File: src/sbr_pkg.sv
// ---------------------------------------------------------------------------
// sbr_pkg: shared types and constants for the stack with bottom removal
// Operation codes, default sizes and the controller-to-datapath command.
// ---------------------------------------------------------------------------
package sbr_pkg;

  localparam int DEPTH_DEF      = 64;
  localparam int VALUE_BITS_DEF = 32;
  localparam int TYPE_BITS_DEF  = 4;
  localparam int AMOUNT_BITS    = 8;
  localparam int OP_BITS        = 2;

  typedef enum logic [OP_BITS-1:0] {
    OP_PUSH = 2'd0,
    OP_POP  = 2'd1,
    OP_TAKE = 2'd2,
    OP_PEEK = 2'd3
  } op_t;

  // exec: perform the accepted request this cycle; load: fill the result register
  typedef struct packed {
    logic exec;
    logic load;
  } dp_cmd_t;

endpackage

File: src/sbr_ram.sv
// ---------------------------------------------------------------------------
// sbr_ram: generic single-write, single-read RAM
// One write port, one read port with registered read data.
// ---------------------------------------------------------------------------
module sbr_ram #(
  parameter int WIDTH = 8,
  parameter int DEPTH = 64
) (
  input  logic                     clk,
  input  logic                     we,
  input  logic [$clog2(DEPTH)-1:0] waddr,
  input  logic [WIDTH-1:0]         wdata,
  input  logic                     re,
  input  logic [$clog2(DEPTH)-1:0] raddr,
  output logic [WIDTH-1:0]         rdata
);

  logic [WIDTH-1:0] mem [DEPTH];
  logic [WIDTH-1:0] rdata_r;

  always_ff @(posedge clk) begin
    if (we) begin
      mem[waddr] <= wdata;
    end
    if (re) begin
      rdata_r <= mem[raddr];
    end
  end

  assign rdata = rdata_r;

endmodule

File: src/sbr_dp.sv
// ---------------------------------------------------------------------------
// sbr_dp: stack datapath
// Ring pointers, entry count, entry RAM and the result register.
// ---------------------------------------------------------------------------
module sbr_dp #(
  parameter int DEPTH      = sbr_pkg::DEPTH_DEF,
  parameter int VALUE_BITS = sbr_pkg::VALUE_BITS_DEF,
  parameter int TYPE_BITS  = sbr_pkg::TYPE_BITS_DEF
) (
  input  logic                             clk,
  input  logic                             rst_n,
  input  sbr_pkg::dp_cmd_t                 cmd,
  input  logic [sbr_pkg::OP_BITS-1:0]      in_operation,
  input  logic [VALUE_BITS-1:0]            in_value,
  input  logic [TYPE_BITS-1:0]             in_type_code,
  input  logic [sbr_pkg::AMOUNT_BITS-1:0]  in_amount,
  output logic [VALUE_BITS-1:0]            out_read_value,
  output logic [TYPE_BITS-1:0]             out_read_type,
  output logic                             out_found,
  output logic                             out_overflow,
  output logic [$clog2(DEPTH+1)-1:0]       out_entry_count
);

  import sbr_pkg::*;

  localparam int IW   = $clog2(DEPTH);
  localparam int CW   = $clog2(DEPTH + 1);
  localparam int CMPW = (CW > AMOUNT_BITS) ? CW : AMOUNT_BITS;
  localparam int RW   = VALUE_BITS + TYPE_BITS;
  localparam logic [IW:0]   DEPTH_W = (IW + 1)'(DEPTH);
  localparam logic [CW-1:0] DEPTH_C = CW'(DEPTH);

  logic [IW-1:0]         bottom_r, bottom_nxt;
  logic [CW-1:0]         count_r, count_nxt;
  logic                  found_r, found_nxt;
  logic                  ovf_r, ovf_nxt;
  logic [IW-1:0]         offset;
  logic [IW:0]           slot_sum;
  logic [IW-1:0]         slot;
  logic [IW:0]           bump_sum;
  logic [CMPW-1:0]       amt_x;
  logic [CMPW-1:0]       count_x;
  logic                  we, re;
  logic [RW-1:0]         rdata;
  logic [VALUE_BITS-1:0] value_r;
  logic [TYPE_BITS-1:0]  type_r;
  logic                  out_found_r, out_ovf_r;
  logic [CW-1:0]         out_count_r;

  assign amt_x   = CMPW'(in_amount);
  assign count_x = CMPW'(count_r);

  // slot = (bottom + offset) mod DEPTH, both terms below DEPTH
  assign slot_sum = {1'b0, bottom_r} + {1'b0, offset};
  assign slot     = (slot_sum >= DEPTH_W) ? IW'(slot_sum - DEPTH_W) : slot_sum[IW-1:0];
  assign bump_sum = {1'b0, bottom_r} + (IW + 1)'(1);

  always_comb begin
    bottom_nxt = bottom_r;
    count_nxt  = count_r;
    found_nxt  = 1'b0;
    ovf_nxt    = 1'b0;
    offset     = '0;
    we         = 1'b0;
    re         = 1'b0;
    if (cmd.exec) begin
      case (op_t'(in_operation))
        OP_PUSH: begin
          if (count_r == DEPTH_C) begin
            ovf_nxt = 1'b1;
          end else begin
            offset    = count_r[IW-1:0];
            we        = 1'b1;
            count_nxt = count_r + CW'(1);
          end
        end
        OP_POP: begin
          if (amt_x >= count_x) begin
            count_nxt = '0;
          end else begin
            count_nxt = CW'(count_x - amt_x);
          end
        end
        OP_TAKE: begin
          if (count_r != '0) begin
            re         = 1'b1;
            found_nxt  = 1'b1;
            bottom_nxt = (bump_sum == DEPTH_W) ? '0 : bump_sum[IW-1:0];
            count_nxt  = count_r - CW'(1);
          end
        end
        OP_PEEK: begin
          if (amt_x < count_x) begin
            offset    = IW'(count_x - CMPW'(1) - amt_x);
            re        = 1'b1;
            found_nxt = 1'b1;
          end
        end
        default: begin
        end
      endcase
    end
  end

  sbr_ram #(
    .WIDTH (RW),
    .DEPTH (DEPTH)
  ) u_ram (
    .clk   (clk),
    .we    (we),
    .waddr (slot),
    .wdata ({in_value, in_type_code}),
    .re    (re),
    .raddr (slot),
    .rdata (rdata)
  );

  always_ff @(posedge clk) begin
    if (!rst_n) begin
      bottom_r <= '0;
      count_r  <= '0;
    end else begin
      bottom_r <= bottom_nxt;
      count_r  <= count_nxt;
    end
  end

  // hold per-request flags until the result register is filled
  always_ff @(posedge clk) begin
    if (cmd.exec) begin
      found_r <= found_nxt;
      ovf_r   <= ovf_nxt;
    end
    if (cmd.load) begin
      value_r     <= found_r ? rdata[RW-1:TYPE_BITS] : '0;
      type_r      <= found_r ? rdata[TYPE_BITS-1:0] : '0;
      out_found_r <= found_r;
      out_ovf_r   <= ovf_r;
      out_count_r <= count_r;
    end
  end

  assign out_read_value  = value_r;
  assign out_read_type   = type_r;
  assign out_found       = out_found_r;
  assign out_overflow    = out_ovf_r;
  assign out_entry_count = out_count_r;

  a_count_bound: assert property (@(posedge clk) disable iff (!rst_n)
    count_r <= DEPTH_C)
    else $error("entry count above depth");

  a_bottom_bound: assert property (@(posedge clk) disable iff (!rst_n)
    {1'b0, bottom_r} < DEPTH_W)
    else $error("bottom pointer out of range");

  a_empty_no_find: assert property (@(posedge clk) disable iff (!rst_n)
    cmd.exec && (count_r == '0) |=> !found_r && !(found_r && ovf_r))
    else $error("entry found in empty stack");

endmodule

File: src/sbr_ctrl.sv
// ---------------------------------------------------------------------------
// sbr_ctrl: stack controller
// Sequences accept, execute and result load; owns the output valid.
// ---------------------------------------------------------------------------
module sbr_ctrl (
  input  logic             clk,
  input  logic             rst_n,
  input  logic             in_valid,
  output logic             in_ready,
  output logic             out_valid,
  input  logic             out_ready,
  output sbr_pkg::dp_cmd_t cmd
);

  import sbr_pkg::*;

  typedef enum logic {
    S_IDLE,
    S_LOAD
  } state_t;

  state_t state_r, state_nxt;
  logic   out_valid_r, out_valid_nxt;
  logic   slot_free;

  // refuse requests while reset is held
  assign in_ready  = rst_n && (state_r == S_IDLE);
  assign slot_free = !out_valid_r || out_ready;
  assign cmd.exec  = in_valid && in_ready;
  assign cmd.load  = (state_r == S_LOAD) && slot_free;

  always_comb begin
    state_nxt     = state_r;
    out_valid_nxt = out_valid_r && !out_ready;
    case (state_r)
      S_IDLE: begin
        if (cmd.exec) begin
          state_nxt = S_LOAD;
        end
      end
      S_LOAD: begin
        if (slot_free) begin
          state_nxt     = S_IDLE;
          out_valid_nxt = 1'b1;
        end
      end
      default: begin
        state_nxt = S_IDLE;
      end
    endcase
  end

  always_ff @(posedge clk) begin
    if (!rst_n) begin
      state_r     <= S_IDLE;
      out_valid_r <= 1'b0;
    end else begin
      state_r     <= state_nxt;
      out_valid_r <= out_valid_nxt;
    end
  end

  assign out_valid = out_valid_r;

  a_exec_spaced: assert property (@(posedge clk) disable iff (!rst_n)
    cmd.exec |=> !cmd.exec)
    else $error("back-to-back execute");

  a_load_shows: assert property (@(posedge clk) disable iff (!rst_n)
    cmd.load |=> out_valid_r)
    else $error("loaded result not presented");

  a_load_once: assert property (@(posedge clk) disable iff (!rst_n)
    cmd.load |=> !cmd.load)
    else $error("result loaded twice");

endmodule

File: src/stack_with_bottom_removal.sv
// ---------------------------------------------------------------------------
// stack_with_bottom_removal: bounded stack in a ring buffer
// Push, multi-pop, take-bottom and peek on a stack of value/type entries.
// ---------------------------------------------------------------------------
// Usage:
//   Input channel (in_valid/in_ready) carries one request: operation, value,
//   type code and amount. Output channel (out_valid/out_ready) returns exactly
//   one result per request: read value and type, found, overflow and the
//   entry count after the request.
//   Result: an accepted request moves the controller to S_LOAD, which loads the
//   result register once the output is free; out_valid rises after that load.
//   Pacing: a new request is taken only once the previous result is loaded; the
//   accept cycle performs at most one RAM access and the pointer update, and
//   S_LOAD loads the result register from the registered RAM read port.
//   Stall: while the receiver holds out_ready low, the result register holds
//   its item; one more request is accepted and executed, then the block waits
//   to load that result until the pending one is taken.
//   Reset: entry count and bottom pointer clear to zero and in_ready stays low
//   while reset is held; RAM contents are not cleared, so no clearing pass is
//   needed and requests are taken as soon as reset is released.
// ---------------------------------------------------------------------------
module stack_with_bottom_removal #(
  parameter int DEPTH      = sbr_pkg::DEPTH_DEF,
  parameter int VALUE_BITS = sbr_pkg::VALUE_BITS_DEF,
  parameter int TYPE_BITS  = sbr_pkg::TYPE_BITS_DEF
) (
  input  logic                            clk,
  input  logic                            rst_n,
  input  logic                            in_valid,
  output logic                            in_ready,
  input  logic [sbr_pkg::OP_BITS-1:0]     in_operation,
  input  logic [VALUE_BITS-1:0]           in_value,
  input  logic [TYPE_BITS-1:0]            in_type_code,
  input  logic [sbr_pkg::AMOUNT_BITS-1:0] in_amount,
  output logic                            out_valid,
  input  logic                            out_ready,
  output logic [VALUE_BITS-1:0]           out_read_value,
  output logic [TYPE_BITS-1:0]            out_read_type,
  output logic                            out_found,
  output logic                            out_overflow,
  output logic [$clog2(DEPTH+1)-1:0]      out_entry_count
);

  import sbr_pkg::*;

  // execute/load commands from the controller to the datapath
  dp_cmd_t cmd;

  sbr_ctrl u_ctrl (
    .clk       (clk),
    .rst_n     (rst_n),
    .in_valid  (in_valid),
    .in_ready  (in_ready),
    .out_valid (out_valid),
    .out_ready (out_ready),
    .cmd       (cmd)
  );

  // datapath: pointers, count, entry RAM and result register
  sbr_dp #(
    .DEPTH      (DEPTH),
    .VALUE_BITS (VALUE_BITS),
    .TYPE_BITS  (TYPE_BITS)
  ) u_dp (
    .clk             (clk),
    .rst_n           (rst_n),
    .cmd             (cmd),
    .in_operation    (in_operation),
    .in_value        (in_value),
    .in_type_code    (in_type_code),
    .in_amount       (in_amount),
    .out_read_value  (out_read_value),
    .out_read_type   (out_read_type),
    .out_found       (out_found),
    .out_overflow    (out_overflow),
    .out_entry_count (out_entry_count)
  );

endmodule
File: config.mk
export PLATFORM = sky130hd
export DESIGN_NAME = stack_with_bottom_removal
export DESIGN_NICKNAME = d
export VERILOG_FILES = /design/src/sbr_pkg.sv /design/src/sbr_ram.sv /design/src/sbr_dp.sv /design/src/sbr_ctrl.sv /design/src/stack_with_bottom_removal.sv
export SDC_FILE = /design/constraint.sdc
export NUM_CORES = 2
export LEC_CHECK = 0
export BUFFER_PORTS_ARGS = -buffer_cell sky130_fd_sc_hd__buf_2
export CORE_UTILIZATION = 45
export CTS_CLUSTER_DIAMETER = 100
export DETAILED_ROUTE_END_ITERATION = 12
export RECOVER_POWER = 100
export SETUP_SLACK_MARGIN = 0.1
export SLEW_MARGIN = 20
export SYNTH_ARGS = -nofsm -noshare
export SYNTH_HDL_FRONTEND = slang
export SYNTH_SLANG_ARGS = --single-unit
File: constraint.sdc
create_clock -name clk -period 17.3 [get_ports clk]
set_input_delay 1.73 -clock clk [delete_from_list [all_inputs] [get_ports clk]]
set_output_delay 1.73 -clock clk [all_outputs]
set_load 0.05 [all_outputs]
=== After elaboration in Yosys (flattened, before gate mapping) ===
Memories as Yosys holds them, arrays and structs flattened. A register that Yosys moved wholly into a read port is not among the register bits.
Index checks and enable logic that the tools add are counted.

* Output and inout port bits: 47
* Memories: 1
* Register bits after elaboration: 62
* Bits in writable memories: 2304
* Logic and storage cells: 68

{| class="wikitable"
|+ Memories
! name !! depth !! width !! read ports !! clocked after Yosys merged registers in !! wr ports !! RTL line !! source
|-
| u_dp.u_ram.mem || 64 || 36 || 1 || 1 || 1 || sbr_ram.sv:18 || <nowiki>logic [WIDTH-1:0] mem [DEPTH];</nowiki>
|}

* Bitwise logic cells: 1
* Reduce and logical (&&, ||, !) cells: 12
* $lt $le $gt $ge: 3
* Mux-type cells: 25
* Equality and inequality tests: 7
* Add/sub/neg operators: 8

{| class="wikitable"
|+ Operators by type and width
! kind !! count
|-
| $mux 6 || 5
|-
| $mux 7 || 3
|-
| $pmux 7 s3 || 1
|-
| $eq 7x7->1 const B || 2
|-
| $mux 1 || 13
|-
| $pmux 6 s2 || 1
|-
| $sub 6x1->6 const B || 2
|-
| $ge 8x7->1 || 1
|-
| $lt 8x7->1 || 1
|-
| $add 6x1->7 const B || 1
|-
| $add 6x6->7 || 1
|-
| $add 7x1->7 const B || 1
|-
| $ge 7x7->1 const B || 1
|-
| $reduce_bool 7->1 || 1
|-
| $sub 7x1->7 const B || 1
|-
| $sub 7x7->7 || 1
|-
| $sub 6x6->6 || 1
|-
| $eq 2x2->1 const B || 2
|-
| $logic_and 1x1->1 || 4
|-
| $pmux 1 s2 || 2
|-
| $reduce_and 4->1 || 1
|-
| $reduce_and 3->1 || 1
|-
| $reduce_bool 3->1 || 1
|-
| $eq 2x1->1 const B || 1
|-
| other kinds (6) || 7
|}

=== Depth between registers and ports, before layout ===
* Depth after elaboration: 8
* Gate-level depth with buffers: 21
* Mapped depth without buffers: 17

=== Modules after synthesis ===
From an unflattened synthesis, not the netlist that was laid out.

* Cells, all modules: 4123
* Area total of the unflattened synthesis: 91965.7 sq um

{| class="wikitable"
|+ By module, submodules not included
! module !! instances !! seq. area each (sq um) !! area each (sq um) !! cells an instance
|-
| sbr_ram || 1 || 70267.4 || 88333.5 || 3780
|-
| sbr_dp || 1 || 1671.6 || 3538.4 || 333
|-
| sbr_ctrl || 1 || 40.0 || 93.8 || 10
|}

=== Worst setup path before layout ===
No wires, ideal clock.

* Path kind: input to register
* From: in rst_n
* To: mem u_dp.u_ram.mem[32][0] (netlist bit) (enable)
* Setup time: 0.474 ns
* Arrival time: 8.021 ns
* Cell stages on the path: 15
* Path slack: 8.805 ns
* Cells stage by stage: nor2b_1 -> nand2_1 -> or2_1 -> clkbuf_1 -> nor2_1 -> ha_1 -> fa_1 -> buf_2 -> or2_2 -> clkbuf_1 -> nor2_1 -> clkbuf_1 -> buf_1 -> nand2_1 -> nor3_1

* Word-level cells in the longest chain between the ends: 6
* Elaborated cells between the ends (all ways): 10
* Classes of those cells: 2 x add/sub; 1 x order compare; 5 x mux; 2 x reduce/logical

{| class="wikitable"
|+ RTL lines
! element !! RTL line !! source
|-
| from (decl) || stack_with_bottom_removal.sv:28 || <nowiki>input logic rst_n,</nowiki>
|-
| $logic_and 1x1->1 (*) || sbr_ctrl.sv:27 || <nowiki>assign in_ready = rst_n && (state_r == S_IDLE);</nowiki>
|-
| $logic_and 1x1->1 (*) || sbr_ctrl.sv:29 || <nowiki>assign cmd.exec = in_valid && in_ready;</nowiki>
|-
| $mux 6 || sbr_dp.sv:66 || <nowiki>if (cmd.exec) begin</nowiki>
|-
| $add 6x6->7 || sbr_dp.sv:54 || <nowiki>assign slot_sum = {1'b0, bottom_r} + {1'b0, offset};</nowiki>
|-
| $sub 6x1->6 or $ge 7x7->1 (tied branches) || sbr_dp.sv:55 || <nowiki>assign slot = (slot_sum >= DEPTH_W) ? IW'(slot_sum - DEPTH_W) : slot_sum[IW-1:0];</nowiki>
|-
| $mux 6 || sbr_dp.sv:55 ||
|-
| to (decl) || sbr_ram.sv:18 ||
|}

Every way passes the cells marked *; elsewhere a longest branch is shown, timed or not.

=== Worst setup path in the final report ===
* From: in in_amount[5] (netlist bit)
* To: mem u_dp.u_ram.mem[22][32] (netlist bit) (enable)

* Word-level cells in the longest chain between the ends: 7
* Elaborated cells between the ends (all ways): 9
* Classes of those cells: 3 x add/sub; 2 x order compare; 4 x mux

{| class="wikitable"
|+ RTL lines
! element !! RTL line !! source
|-
| from (decl) || stack_with_bottom_removal.sv:34 || <nowiki>input logic [sbr_pkg::AMOUNT_BITS-1:0] in_amount,</nowiki>
|-
| $lt 8x7->1 or $sub 6x6->6 (tied branches) || sbr_dp.sv:93, sbr_dp.sv:94 ||
|-
| $mux 6 (*) || sbr_dp.sv:93 || <nowiki>if (amt_x < count_x) begin</nowiki>
|-
| $pmux 6 s2 (*) || sbr_dp.sv:67 || <nowiki>case (op_t'(in_operation))</nowiki>
|-
| $mux 6 (*) || sbr_dp.sv:66 ||
|-
| $add 6x6->7 (*) || sbr_dp.sv:54 ||
|-
| $sub 6x1->6 or $ge 7x7->1 (tied branches) || sbr_dp.sv:55 ||
|-
| $mux 6 (*) || sbr_dp.sv:55 ||
|}

Marks and branches as above.

==> results_dict.tcl <==
set metrics [dict create \
    outcome "finished with violations" \
    violations "max-capacitance violations, max-slew violations" \
    dp.cells 8278 \
    final_cell_count_no_fill 8745 \
    dieHeight_um 456 \
    endpoint_kind "flop" \
    syn_nets 5755 \
    cts-hold-fix-buffers 0 \
    path_delay_family "buffers and inverters" \
    grt_pass1_wl_um 424000 \
    clk_latency_ns 0.88 \
    p_int_w 0.00919 \
    max-vdd-ir-drop_v 0.000105 \
    timing.final.crit_share_pct 75.7 \
    h-tree-depth 4 \
    cp-start-kind "input pin" \
    crit_slowest_cell "clkbuf_1" \
    pwr-share-seq_pct 55.1 \
    cp.arrival_ns 13.55 \
    hold_violations 0 \
    hold_depth 0 \
    rows 166 \
    synth_seq_cells 2402 \
    die_w_um 456 \
    cts.sinks 2402 \
    io_buffers 96 \
    syn_area_mm2 0.0929 \
    ys_async_sr_fraction_pct 0 \
    drive_above_1_share_pct 10.1 \
    yosysWarnings 0 \
    hpwl_um 157000 \
    place_congestion 0.845 \
    first_pass_iters 6 \
    nets 5909 \
    grt-busiest-layer "met2" \
    final-setup-viol-count 0 \
    layout_commonest_cell "edfxtp_1" \
    synth_edf_count 2387 \
    cts-resized-gates 0 \
    ant_nets 0 \
    wl_per_cell_um 35.0 \
    clock_path_buffers 3 \
    dieArea_mm2 0.208 \
    worst-path-stages 20 \
    syn_inst 5672 \
    grt_usage_pct 28.8 \
    fin_setup_tns_ns 0 \
    hold_class "reg -> reg" \
    grt_overflow 0 \
    drt-initial-drc-count 8923 \
    fmax_ghz 0.0764 \
    totalWireLength_um 306000 \
    drv_slew 3699 \
    p_sw_w 0.00248 \
    syn_avg_cell_area_um2 16.4 \
    grt_pass1_vias 54000 \
    power.density_mw_per_mm2 112 \
    n_fill_cell 16800 \
    synth_flop_cell "edfxtp_1" \
    grtUsageMet3_pct 5.88 \
    fin_crit_ns 13.09 \
    critPathRequiredTime_ns 17.76 \
    initial_utilization_pct 45.3 \
    tritoncts "yes" \
    core-area_mm2 0.205 \
    synth_top_cell_by_area "edfxtp_1" \
    cp_max_fo 37 \
    slowest_delay_ns 1.90 \
    path_clk_slew_ns 0.06 \
    cts_buffers 234 \
    register_area_mm2 0.0720 \
    leakage_nw 32.1 \
    sw_frac_of_total_pct 21.2 \
    yosysSeqAreaShare_pct 77.5 \
    vias 57000 \
    yosysTopAreaCellShare_pct 77.1 \
    synthDistinctLibCells 71 \
    worst-path-buf-inv 6 \
    slew_headroom_pct -193 \
    rrSetupSlack_ns 4.83 \
    rsz0062_at_grt "no" \
    drc_errors 0 \
    antenna_found_initial 16 \
    clockRootBuffer "clkbuf_16" \
    ios 97 \
    grt_max_degree 119 \
    met1_usage_pct 40.6 \
    routed_via_density 6.51 \
    area_growth_pct 11.9 \
    synthTopCellsByArea "edfxtp_1 77%, mux2i_1 3.2%, nand2_1 2.0%" \
    layout_common_cells "2,387 x edfxtp_1, 485 x nand2_1, 293 x mux2i_1, 278 x a21oi_1, 235 x clkbuf_16" \
    drv_cap 85 \
    clock_skew_ns 0.0474 \
    cts_setup_buffers 0 \
    path_class "in -> reg" \
    use_met2_pct 44.2 \
    rr_worst_depth 19 \
    path_cells "clkbuf_1 -> inv_1 -> ha_1 -> a21o_1 -> a211oi_1 -> nand2_1 -> nor2_1 -> a22oi_1 -> nor2_1 -> ha_4 -> fa_1 -> a211oi_1 -> o21ai_0 -> and2_0 -> clkbuf_1 -> clkbuf_1 -> nand2_1 -> buf_4 -> nor3_2 -> clkbuf_1" \
    worst_pin_slew_ns 4.40 \
    p_clk_share_pct 42.0 \
    crit_top_cell "clkbuf_1" \
    multi_input_area_mm2 0.0193 \
    comb_power_share_pct 2.8 \
]
flip-flops by register name (all words and copies together), names as in the netlist, 4 cells and up:
register	cells
u_dp.count_r	7
u_dp.bottom_r	6
u_dp.out_read_type	4
u_dp.out_read_value	32
u_dp.u_ram.mem	2304
u_dp.out_entry_count	7
u_dp.u_ram.rdata	36
per-stage QoR:
stage,util (%),hold slack (ns),cell area (um^2),power (W),worst slack (ns)
6_report,50.7,0.425,104000,0.0117,4.21
2_1_floorplan,-,0.400,92900,0.00668,8.80
5_1_grt,50.7,0.436,104000,0.0119,4.41
4_1_cts,51.1,0.430,105000,0.0117,9.02
3_3_place_gp,47.5,0.405,97500,0.00687,6.98
3_5_place_dp,47.6,0.414,97500,0.00687,8.13
per-layer routing:
metal / share of wire, % / wire [um]
met5: 0.0088 / 27
met4: 4.2 / 13000
met2: 45 / 139000
met1: 39 / 119000
met3: 12 / 35400
worst register-to-register path, cell delays in order (launching register included):
cell      delay, ns
dfxtp_1        0.52
inv_1          0.08
ha_1           0.19
a21o_1         0.18
a211oi_1       0.41
nand2_1        0.14
nor2_1         0.26
a22oi_1        0.11
nor2_1         0.19
ha_4           0.17
fa_1           0.43
a211oi_1       0.15
o21ai_0        0.28
and2_0         1.62
clkbuf_1       1.92
clkbuf_1       1.53
nand2_1        1.37
buf_4          0.73
nor3_2         0.35
clkbuf_1       1.42
path summary, 6_finish.rpt:
path,to,start
setup / recovery,u_dp.u_ram.mem[22][32]$_DFFE_PP_,in_amount[5]
hold / removal,u_dp.out_overflow$_DFFE_PP_,u_dp.ovf_r$_SDFFCE_PN0P_
setup reg to reg,u_dp.u_ram.mem[22][32]$_DFFE_PP_,u_dp.count_r[4]$_SDFFE_PN0P_
hold reg to reg,u_dp.out_overflow$_DFFE_PP_,u_dp.ovf_r$_SDFFCE_PN0P_
Yosys cell counts, types with 118 or more instances:
library cell / n
edfxtp_1: 2387
nand2_1: 488
mux2i_1: 293
a21oi_1: 278
clkbuf_1: 231
a22oi_1: 187
nand3_1: 185
a31oi_1: 170
a221oi_1: 126
buf_2: 123
nor2_1: 123
and3_1: 118
cell families after synthesis:
logic type / Yosys count / synth area share (%)
DFF: 2402 / 77.5
adders and majority gates: 33 / 0.477
xor gates and xnor gates: 23 / 0.233
AOI/OAI and AO/OA: 1259 / 9.29
muxes: 391 / 5.01
buffers and inverters: 431 / 1.93
and+or+nand+nor: 1133 / 5.61
power by group through the flow:
stage          logic (W)  registers (W)  clock network, W
2_1_floorplan   0.000127        0.00655                 0
3_3_place_gp    0.000326        0.00654                 0
3_5_place_dp    0.000332        0.00654                 0
4_1_cts         0.000333        0.00642           0.00494
5_1_grt         0.000345        0.00643           0.00515
6_report        0.000332        0.00643           0.00491
cell type report:
cell class	instances	area share, %
antenna	34	0.0818
clock buffer	287	5.84
multi-input combinational	2839	18.6
sequential	2402	69.2
timing repair buffer	318	1.79
clock inverter	146	1.12
inverter	31	0.122
tap	2688	3.23
(Power assumes the default switching activity.)
